$ cat src/rtl/two_key_press_classifier_assert.svh
// Assertion helpers for the two-key press classifier.
`ifndef TWO_KEY_PRESS_CLASSIFIER_ASSERT_SVH
`define TWO_KEY_PRESS_CLASSIFIER_ASSERT_SVH

`ifndef SYNTHESIS
// Property holds at every clock edge outside reset.
`define TKPC_ASSERT(label, clk, rst_n, prop, msg) \
    label: assert property (@(posedge clk) disable iff (!rst_n) prop) else $error(msg);
// Condition must never be seen outside reset.
`define TKPC_ASSERT_NEVER(label, clk, rst_n, cond, msg) \
    label: assert property (@(posedge clk) disable iff (!rst_n) !(cond)) else $error(msg);
`else
`define TKPC_ASSERT(label, clk, rst_n, prop, msg)
`define TKPC_ASSERT_NEVER(label, clk, rst_n, cond, msg)
`endif

`endif

$ cat src/rtl/tkpc_pkg.sv
package tkpc_pkg;

    localparam int unsigned TIME_W = 32;
    localparam int unsigned CFG_W  = 16;
    localparam int unsigned ADDR_W = 3;
    localparam int unsigned DATA_W = 32;

    localparam logic [CFG_W-1:0] DEBOUNCE_RESET   = 16'd20;
    localparam logic [CFG_W-1:0] LONG_PRESS_RESET = 16'd800;

    // Register index, taken from paddr[2]
    typedef enum logic {
        REG_DEBOUNCE   = 1'b0,
        REG_LONG_PRESS = 1'b1
    } reg_idx_t;

    typedef enum logic {
        OP_EDGE = 1'b0,
        OP_TICK = 1'b1
    } opcode_t;

    typedef struct packed {
        opcode_t             opcode;
        logic [TIME_W-1:0]   now_ms;
        logic                key1_edge;
        logic                key2_edge;
        logic                key1_released;
        logic                key2_released;
    } item_t;

    typedef struct packed {
        logic key1_short_press;
        logic key1_long_press;
        logic key2_short_press;
        logic ind1_flip;
        logic ind2_flip;
    } result_t;

    typedef struct packed {
        logic [CFG_W-1:0] debounce_time;
        logic [CFG_W-1:0] long_hold_time;
    } cfg_t;

endpackage

$ cat src/rtl/tkpc_cfg.sv
module tkpc_cfg (
    input  logic                          aclk,
    input  logic                          aresetn,
    input  logic                          psel,
    input  logic                          penable,
    input  logic                          pwrite,
    input  logic [tkpc_pkg::ADDR_W-1:0]   paddr,
    input  logic [tkpc_pkg::DATA_W-1:0]   pwdata,
    output logic [tkpc_pkg::DATA_W-1:0]   prdata,
    output logic                          pready,
    output tkpc_pkg::cfg_t                cfg
);

    tkpc_pkg::cfg_t     cfg_reg;
    tkpc_pkg::cfg_t     cfg_next;
    tkpc_pkg::reg_idx_t idx;
    logic               wr_en;
    logic [tkpc_pkg::ADDR_W-1:0] addr_unused;

    // Word aligned: the two low address bits do not take part in decode
    assign addr_unused = paddr;
    assign idx   = tkpc_pkg::reg_idx_t'(addr_unused[2]);
    assign wr_en = psel && penable && pwrite;
    assign pready = 1'b1;

    always_comb begin
        cfg_next = cfg_reg;
        if (wr_en) begin
            unique case (idx)
                tkpc_pkg::REG_DEBOUNCE:
                    cfg_next.debounce_time  = pwdata[tkpc_pkg::CFG_W-1:0];
                tkpc_pkg::REG_LONG_PRESS:
                    cfg_next.long_hold_time = pwdata[tkpc_pkg::CFG_W-1:0];
                default:                  cfg_next = cfg_reg;
            endcase
        end
    end

    always_comb begin
        unique case (idx)
            tkpc_pkg::REG_DEBOUNCE:
                prdata = {{(tkpc_pkg::DATA_W-tkpc_pkg::CFG_W){1'b0}}, cfg_reg.debounce_time};
            tkpc_pkg::REG_LONG_PRESS:
                prdata = {{(tkpc_pkg::DATA_W-tkpc_pkg::CFG_W){1'b0}}, cfg_reg.long_hold_time};
            default:
                prdata = '0;
        endcase
    end

    always_ff @(posedge aclk) begin
        if (!aresetn) begin
            cfg_reg.debounce_time  <= tkpc_pkg::DEBOUNCE_RESET;
            cfg_reg.long_hold_time <= tkpc_pkg::LONG_PRESS_RESET;
        end else begin
            cfg_reg <= cfg_next;
        end
    end

    assign cfg = cfg_reg;

endmodule

$ cat src/rtl/tkpc_keys.sv
module tkpc_keys (
    input  logic              aclk,
    input  logic              aresetn,
    input  logic              step,
    input  tkpc_pkg::item_t   item,
    input  tkpc_pkg::cfg_t    cfg,
    output tkpc_pkg::result_t res
);

    logic [tkpc_pkg::TIME_W-1:0] key1_time_reg, key1_time_next;
    logic [tkpc_pkg::TIME_W-1:0] key2_time_reg, key2_time_next;
    logic key1_down_reg, key1_down_next;
    logic key2_down_reg, key2_down_next;
    logic key2_done_reg, key2_done_next;

    logic [tkpc_pkg::TIME_W-1:0] dt1, dt2, deb, lng;
    logic over1, over2, reach2, below_long1;
    logic rel1;

    // wrapping elapsed time since each key's last accepted press
    assign dt1 = item.now_ms - key1_time_reg;
    assign dt2 = item.now_ms - key2_time_reg;
    assign deb = {{(tkpc_pkg::TIME_W-tkpc_pkg::CFG_W){1'b0}}, cfg.debounce_time};
    assign lng = {{(tkpc_pkg::TIME_W-tkpc_pkg::CFG_W){1'b0}}, cfg.long_hold_time};

    assign over1       = dt1 > deb;
    assign over2       = dt2 > deb;
    assign reach2      = dt2 >= deb;
    assign below_long1 = dt1 < lng;
    assign rel1        = key1_down_reg && item.key1_released;

    always_comb begin
        key1_time_next = key1_time_reg;
        key2_time_next = key2_time_reg;
        key1_down_next = key1_down_reg;
        key2_down_next = key2_down_reg;
        key2_done_next = key2_done_reg;
        res            = '0;
        unique case (item.opcode)
            tkpc_pkg::OP_EDGE: begin
                if (item.key1_edge && over1) begin
                    key1_time_next = item.now_ms;
                    key1_down_next = 1'b1;
                    res.ind1_flip  = 1'b1;
                end
                if (item.key2_edge && over2) begin
                    key2_time_next = item.now_ms;
                    key2_down_next = 1'b1;
                    key2_done_next = 1'b0;
                    res.ind2_flip  = 1'b1;
                end
            end
            tkpc_pkg::OP_TICK: begin
                if (rel1) begin
                    key1_down_next        = 1'b0;
                    res.key1_short_press  = over1 && below_long1;
                    res.key1_long_press   = over1 && !below_long1;
                end
                if (key2_down_reg) begin
                    // report and release may fall on the same tick
                    if (!key2_done_reg && reach2) begin
                        res.key2_short_press = 1'b1;
                        key2_done_next       = 1'b1;
                    end
                    if (item.key2_released) begin
                        key2_down_next = 1'b0;
                        key2_done_next = 1'b0;
                    end
                end
            end
            default: res = '0;
        endcase
    end

    always_ff @(posedge aclk) begin
        if (!aresetn) begin
            key1_time_reg <= '0;
            key2_time_reg <= '0;
            key1_down_reg <= 1'b0;
            key2_down_reg <= 1'b0;
            key2_done_reg <= 1'b0;
        end else if (step) begin
            key1_time_reg <= key1_time_next;
            key2_time_reg <= key2_time_next;
            key1_down_reg <= key1_down_next;
            key2_down_reg <= key2_down_next;
            key2_done_reg <= key2_done_next;
        end
    end

endmodule

$ cat src/rtl/two_key_press_classifier.sv
// A word accepted into the input register is classified and then registered into the result register.
// Throughput: one word per cycle; s_ready falls only while both the input and result
// registers are full and m_ready is low.
// Reset (aresetn low, synchronous): both registers empty, keys released, press times zero,
// debounce window 20 ms and long-press threshold 800 ms.
`include "two_key_press_classifier_assert.svh"

module two_key_press_classifier (
    input  logic                        aclk,
    input  logic                        aresetn,
    // input channel
    input  logic                        s_valid,
    output logic                        s_ready,
    input  logic                        s_opcode,
    input  logic [tkpc_pkg::TIME_W-1:0] s_now_ms,
    input  logic                        s_key1_edge,
    input  logic                        s_key2_edge,
    input  logic                        s_key1_released,
    input  logic                        s_key2_released,
    // result channel
    output logic                        m_valid,
    input  logic                        m_ready,
    output logic                        m_key1_short_press,
    output logic                        m_key1_long_press,
    output logic                        m_key2_short_press,
    output logic                        m_ind1_flip,
    output logic                        m_ind2_flip,
    // configuration
    input  logic                        psel,
    input  logic                        penable,
    input  logic                        pwrite,
    input  logic [tkpc_pkg::ADDR_W-1:0] paddr,
    input  logic [tkpc_pkg::DATA_W-1:0] pwdata,
    output logic [tkpc_pkg::DATA_W-1:0] prdata,
    output logic                        pready
);

    tkpc_pkg::cfg_t    cfg;
    tkpc_pkg::item_t   in_item_reg, in_item_next;
    logic              in_valid_reg, in_valid_next;
    tkpc_pkg::result_t out_res_reg, out_res_next;
    logic              out_valid_reg, out_valid_next;
    tkpc_pkg::result_t res;
    logic              advance;
    logic              step;

    // Result register frees when empty or being taken; the input register then
    // drains into it, so both can move in the same cycle.
    assign advance = !out_valid_reg || m_ready;
    assign step    = in_valid_reg && advance;
    assign s_ready = !in_valid_reg || advance;

    tkpc_cfg u_cfg (
        .aclk    (aclk),
        .aresetn (aresetn),
        .psel    (psel),
        .penable (penable),
        .pwrite  (pwrite),
        .paddr   (paddr),
        .pwdata  (pwdata),
        .prdata  (prdata),
        .pready  (pready),
        .cfg     (cfg)
    );

    // Classification and key state; state moves only when a word goes through.
    tkpc_keys u_keys (
        .aclk    (aclk),
        .aresetn (aresetn),
        .step    (step),
        .item    (in_item_reg),
        .cfg     (cfg),
        .res     (res)
    );

    // Input register: loads a new word whenever it is ready.
    always_comb begin
        in_valid_next = in_valid_reg;
        in_item_next  = in_item_reg;
        if (s_ready) begin
            in_valid_next              = s_valid;
            in_item_next.opcode        = tkpc_pkg::opcode_t'(s_opcode);
            in_item_next.now_ms        = s_now_ms;
            in_item_next.key1_edge     = s_key1_edge;
            in_item_next.key2_edge     = s_key2_edge;
            in_item_next.key1_released = s_key1_released;
            in_item_next.key2_released = s_key2_released;
        end
    end

    // Result register: holds while the consumer stalls.
    always_comb begin
        out_valid_next = out_valid_reg;
        out_res_next   = out_res_reg;
        if (advance) begin
            out_valid_next = in_valid_reg;
            out_res_next   = res;
        end
    end

    always_ff @(posedge aclk) begin
        if (!aresetn) begin
            in_valid_reg  <= 1'b0;
            out_valid_reg <= 1'b0;
        end else begin
            in_valid_reg  <= in_valid_next;
            out_valid_reg <= out_valid_next;
        end
    end

    // payload, no reset needed
    always_ff @(posedge aclk) begin
        in_item_reg <= in_item_next;
        out_res_reg <= out_res_next;
    end

    assign m_valid            = out_valid_reg;
    assign m_key1_short_press = out_res_reg.key1_short_press;
    assign m_key1_long_press  = out_res_reg.key1_long_press;
    assign m_key2_short_press = out_res_reg.key2_short_press;
    assign m_ind1_flip        = out_res_reg.ind1_flip;
    assign m_ind2_flip        = out_res_reg.ind2_flip;

    // A key 1 release is never reported as both short and long.
    `TKPC_ASSERT_NEVER(a_key1_one_class, aclk, aresetn,
        out_valid_reg && out_res_reg.key1_short_press && out_res_reg.key1_long_press,
        "key 1 short and long together")
    // Ticks never toggle the indicators.
    `TKPC_ASSERT(a_tick_no_led, aclk, aresetn,
        (step && in_item_reg.opcode == tkpc_pkg::OP_TICK)
            |=> (!out_res_reg.ind1_flip && !out_res_reg.ind2_flip),
        "indicator toggle on a tick")
    // Edge events never report a press class.
    `TKPC_ASSERT(a_edge_no_class, aclk, aresetn,
        (step && in_item_reg.opcode == tkpc_pkg::OP_EDGE)
            |=> (!out_res_reg.key1_short_press && !out_res_reg.key1_long_press
                 && !out_res_reg.key2_short_press),
        "press report on an edge event")
    // An empty result register never holds up the input side.
    `TKPC_ASSERT(a_ready_when_empty, aclk, aresetn, !out_valid_reg |-> s_ready,
        "input stalled with result register empty")
    // A word in the input register reaches the result register when it drains.
    `TKPC_ASSERT(a_step_fills_out, aclk, aresetn, step |=> out_valid_reg,
        "result lost after step")

endmodule
$ cat config.mk
export PLATFORM = sky130hd
export DESIGN_NAME = two_key_press_classifier
export DESIGN_NICKNAME = d
export VERILOG_FILES = /design/src/rtl/tkpc_pkg.sv /design/src/rtl/tkpc_cfg.sv /design/src/rtl/tkpc_keys.sv /design/src/rtl/two_key_press_classifier.sv
export VERILOG_INCLUDE_DIRS = /design/src /design/src/rtl
export SDC_FILE = /design/constraint.sdc
export NUM_CORES = 1
export LEC_CHECK = 0
export BUFFER_PORTS_ARGS = -buffer_cell sky130_fd_sc_hd__buf_2
export CORE_MARGIN = 2
export CORE_UTILIZATION = 47
export DETAILED_ROUTE_END_ITERATION = 8
export PLACE_DENSITY = 0.62
export SLEW_MARGIN = 40
export SYNTH_ARGS = -nofsm -noshare
export SYNTH_HDL_FRONTEND = slang
export SYNTH_SLANG_ARGS = --single-unit
$ cat constraint.sdc
create_clock -name aclk -period 6.9 [get_ports aclk]
set_clock_uncertainty 0.2 [all_clocks]
set_input_delay 0.69 -clock aclk [delete_from_list [all_inputs] [get_ports aclk]]
set_output_delay 0.69 -clock aclk [all_outputs]
set_load 0.005 [all_outputs]
==> impl_metrics.py <==
metrics = {
    "clock_network": {
        "clockBufferDepth": 2,
        "cts_resized": 0,
        "insertion_delay_ns": 0.43,
        "cts_hold_buf": 0,
        "cts_root_buf": "clkbuf_16",
        "cts_tree": "done",
        "clock_sinks": 143,
        "cts_inserted_buffers": 17,
        "path_clk_slew_ns": 0.06,
        "htreeDepth": 4,
        "cts_setup_buffers": 0,
    },
    "power": {
        "p_sw_frac": 0.303,
        "seqPwrFrac": 0.384,
        "p_comb_frac": 0.224,
        "p_int_uw": 1670,
        "switching_power_uw": 724,
        "power_density_nw_per_um2": 206,
        "p_clk_frac": 0.392,
        "ir_drop_v": 0.000142,
        "p_leak_uw": 0.00453,
    },
    "floorplanning": {
        "row_count": 54,
        "die_area_sq_um": 23600,
        "ioPinCount": 119,
        "die_w_microns": 154,
        "die_h_microns": 154,
        "start_util": 0.480,
        "core-area_sq_um": 21900,
    },
    "synthesis": {
        "yosysSeqAreaShare": 0.312,
        "syn_area_sq_um": 10500,
        "synth.area.top_cells": "dfxtp_1 19%, ha_1 13%, edfxtp_1 12%",
        "yosysTopAreaCellShare": 0.192,
        "syn_avg_cell_area_sq_um": 8.26,
        "synth_top_flop_cell": "dfxtp_1",
        "synth-seq-cells": 143,
        "synth_edf_count": 42,
        "syn_inst": 1272,
        "synth_largest_area_cell": "dfxtp_1",
        "yosysWarnings": 0,
        "ys_async_sr_fraction": 0,
        "yosysUniqueCellTypes": 74,
    },
    "routing": {
        "vias_per_cell": 5.52,
        "drt-total-wl_microns": 26100,
        "vias": 8941,
        "drc_errors": 0,
        "postRouteAntennaNets": 0,
        "detail_route.first_pass.iterations": 7,
        "drtIter0Drc": 662,
        "routedWlPerCell_microns": 16.1,
    },
    "cells_and_area": {
        "mostFrequentLayoutCells": "229 x nand2_1, 114 x inv_1, 109 x ha_1, 101 x dfxtp_1, 88 x a21oi_1",
        "final_core_util": 0.531,
        "nNetsFinal": 1517,
        "area_growth_pct": 10.5,
        "multi_input_area_sq_um": 6490,
        "nFillCells": 2093,
        "seq_area_sq_um": 3280,
        "mostFrequentLayoutCell": "nand2_1",
        "largest_reg_flops": 37,
        "drive_above_1_share": 0.101,
        "antenna_cells_inserted": 0,
    },
    "timing": {
        "hold_violations": 0,
        "maxSlewHeadroom": 0.509,
        "period_needed_ns": 5.40,
        "slew_violations": 0,
        "min_period_over_period": 0.783,
        "tightest_slew_ns": 0.735,
        "rsz0062_at_grt": "no",
        "tns_ns": 0,
        "setup_viol": 0,
        "max_freq_mhz": 185,
    },
    "worst_setup_path": {
        "path_buf_inv": 1,
        "worstSetupStartpointType": "flop",
        "critPathKind": "flop to flop",
        "cp.required_ns": 7.05,
        "path_depth": 21,
        "reg2reg_slack_ns": 1.50,
        "r2r_start": "in_item_reg[8]",
        "slowest_stage": "nor2_4",
        "critPathTopFamily": "simple AND/OR/NAND/NOR gates",
        "ff2ff_path_depth": 21,
        "cp-end-kind": "flop",
        "r2r-end": "u_keys.key2_time_reg[7]",
        "path_cells": "ha_1, and2_1, a221o_1, or2_2, and2_1, o21ai_0, nand2b_1, a21oi_1, o21bai_1, xor2_1, ha_1, nand4_1, nor2_1, and3_1, o21a_1, o21ai_0, or4b_2, o31ai_4, nor2_4, buf_4, mux2i_1",
        "crit_arrival_ns": 5.55,
        "crit_path_max_fanout": 18,
        "critPathMaxStageDelay_ns": 0.60,
    },
    "global_route": {
        "grt_pass1_wl_microns": 42800,
        "grt_max_degree": 99,
        "track_usage": 0.222,
        "grt_remaining_overflow": 0,
        "antenna_found_initial": 0,
        "grt_pass1_vias": 8442,
    },
    "hold_path": {
        "whs_endpoint": "in_item_reg[18]",
        "holdPathStages": 1,
        "min_from": "s_now_ms[14]",
        "hold_class": "input port to flop",
    },
    "placement": {
        "routabilityCongestion": 0.927,
        "io_buffers": 83,
        "hpwl_microns": 20000,
    },
    "status": {
        "status": "finished clean",
    },
    "run": {
        "cap_viol_max_count": 0,
    },
}
==> power by group through the flow <==
stage | clock (uW) | combinational, uW | sequential, uW
final | 938 | 535 | 918
after global routing | 991 | 601 | 921
after CTS | 953 | 531 | 917
after detailed placement | 0 | 528 | 935
after global placement | 0 | 521 | 935
after floorplan | 0 | 405 | 927
==> area by class of cell <==
class	instances	share of cell area
clock inverter	9	0.00797
inverter	114	0.0368
clock buffer	23	0.0431
sequential	143	0.283
timing repair buffer	90	0.0408
tap	280	0.0302
multi-input combinational	961	0.559
==> per-layer routing <==
| layer | track usage | vias up | share of wire |
|---|---|---|---|
| li1 | - | 4541 | - |
| met3 | 0.0296 | 28 | 0.046 |
| met1 | 0.344 | 4150 | 0.53 |
| met2 | 0.320 | 222 | 0.41 |
| met4 | 0.0620 | 0 | 0.016 |
| met5 | 0 | - | 0 |
==> synthesized netlist by cell type, drive strengths merged (25+ instances only) <==
library cell and count:
mux2i 70, nor2 53, buf 27, dfxtp 101
inv 114, clkbuf 42, ha 109, nand2 230
edfxtp 42, xnor2 26, a21o 25, o21ai 68
a21oi 89, a21boi 33
==> logic make-up after synthesis <==
kind of cell,synth area share
AOI/OAI and AO/OA,0.203
xor gates and xnor gates,0.0375
adders and majority gates,0.134
buffers and inverters,0.0766
DFF,0.312
muxes,0.0677
other,0.000714
and+or+nand+nor,0.168
==> metrics by stage <==
step	instances	cell area, sq um	hold WS (ns)	power, uW	worst slack, ns
floorplan	1287	10600	0.235	1330	2.22
global placement	1588	11000	0.243	1460	1.55
detailed placement	1588	11000	0.249	1460	1.50
CTS	1620	11600	0.219	2400	1.44
global route	1620	11600	0.222	2510	1.16
finish	1620	11600	0.231	2390	1.50
==> how the worst max path moves through the flow <==
stage	start	to	slack (ns)
finish	in_item_reg[8]	u_keys.key2_time_reg[7]	1.50
global route	in_item_reg[8]	u_keys.key2_time_reg[15]	1.16
CTS	in_item_reg[8]	u_keys.key2_time_reg[7]	1.44
detailed placement	in_item_reg[8]	u_keys.key2_time_reg[5]	1.50
global placement	in_item_reg[8]	u_keys.key2_time_reg[0]	1.55
floorplan	in_item_reg[9]	u_keys.key2_down_reg	2.22
No activity file was read; power rests on OpenSTA's default activity.
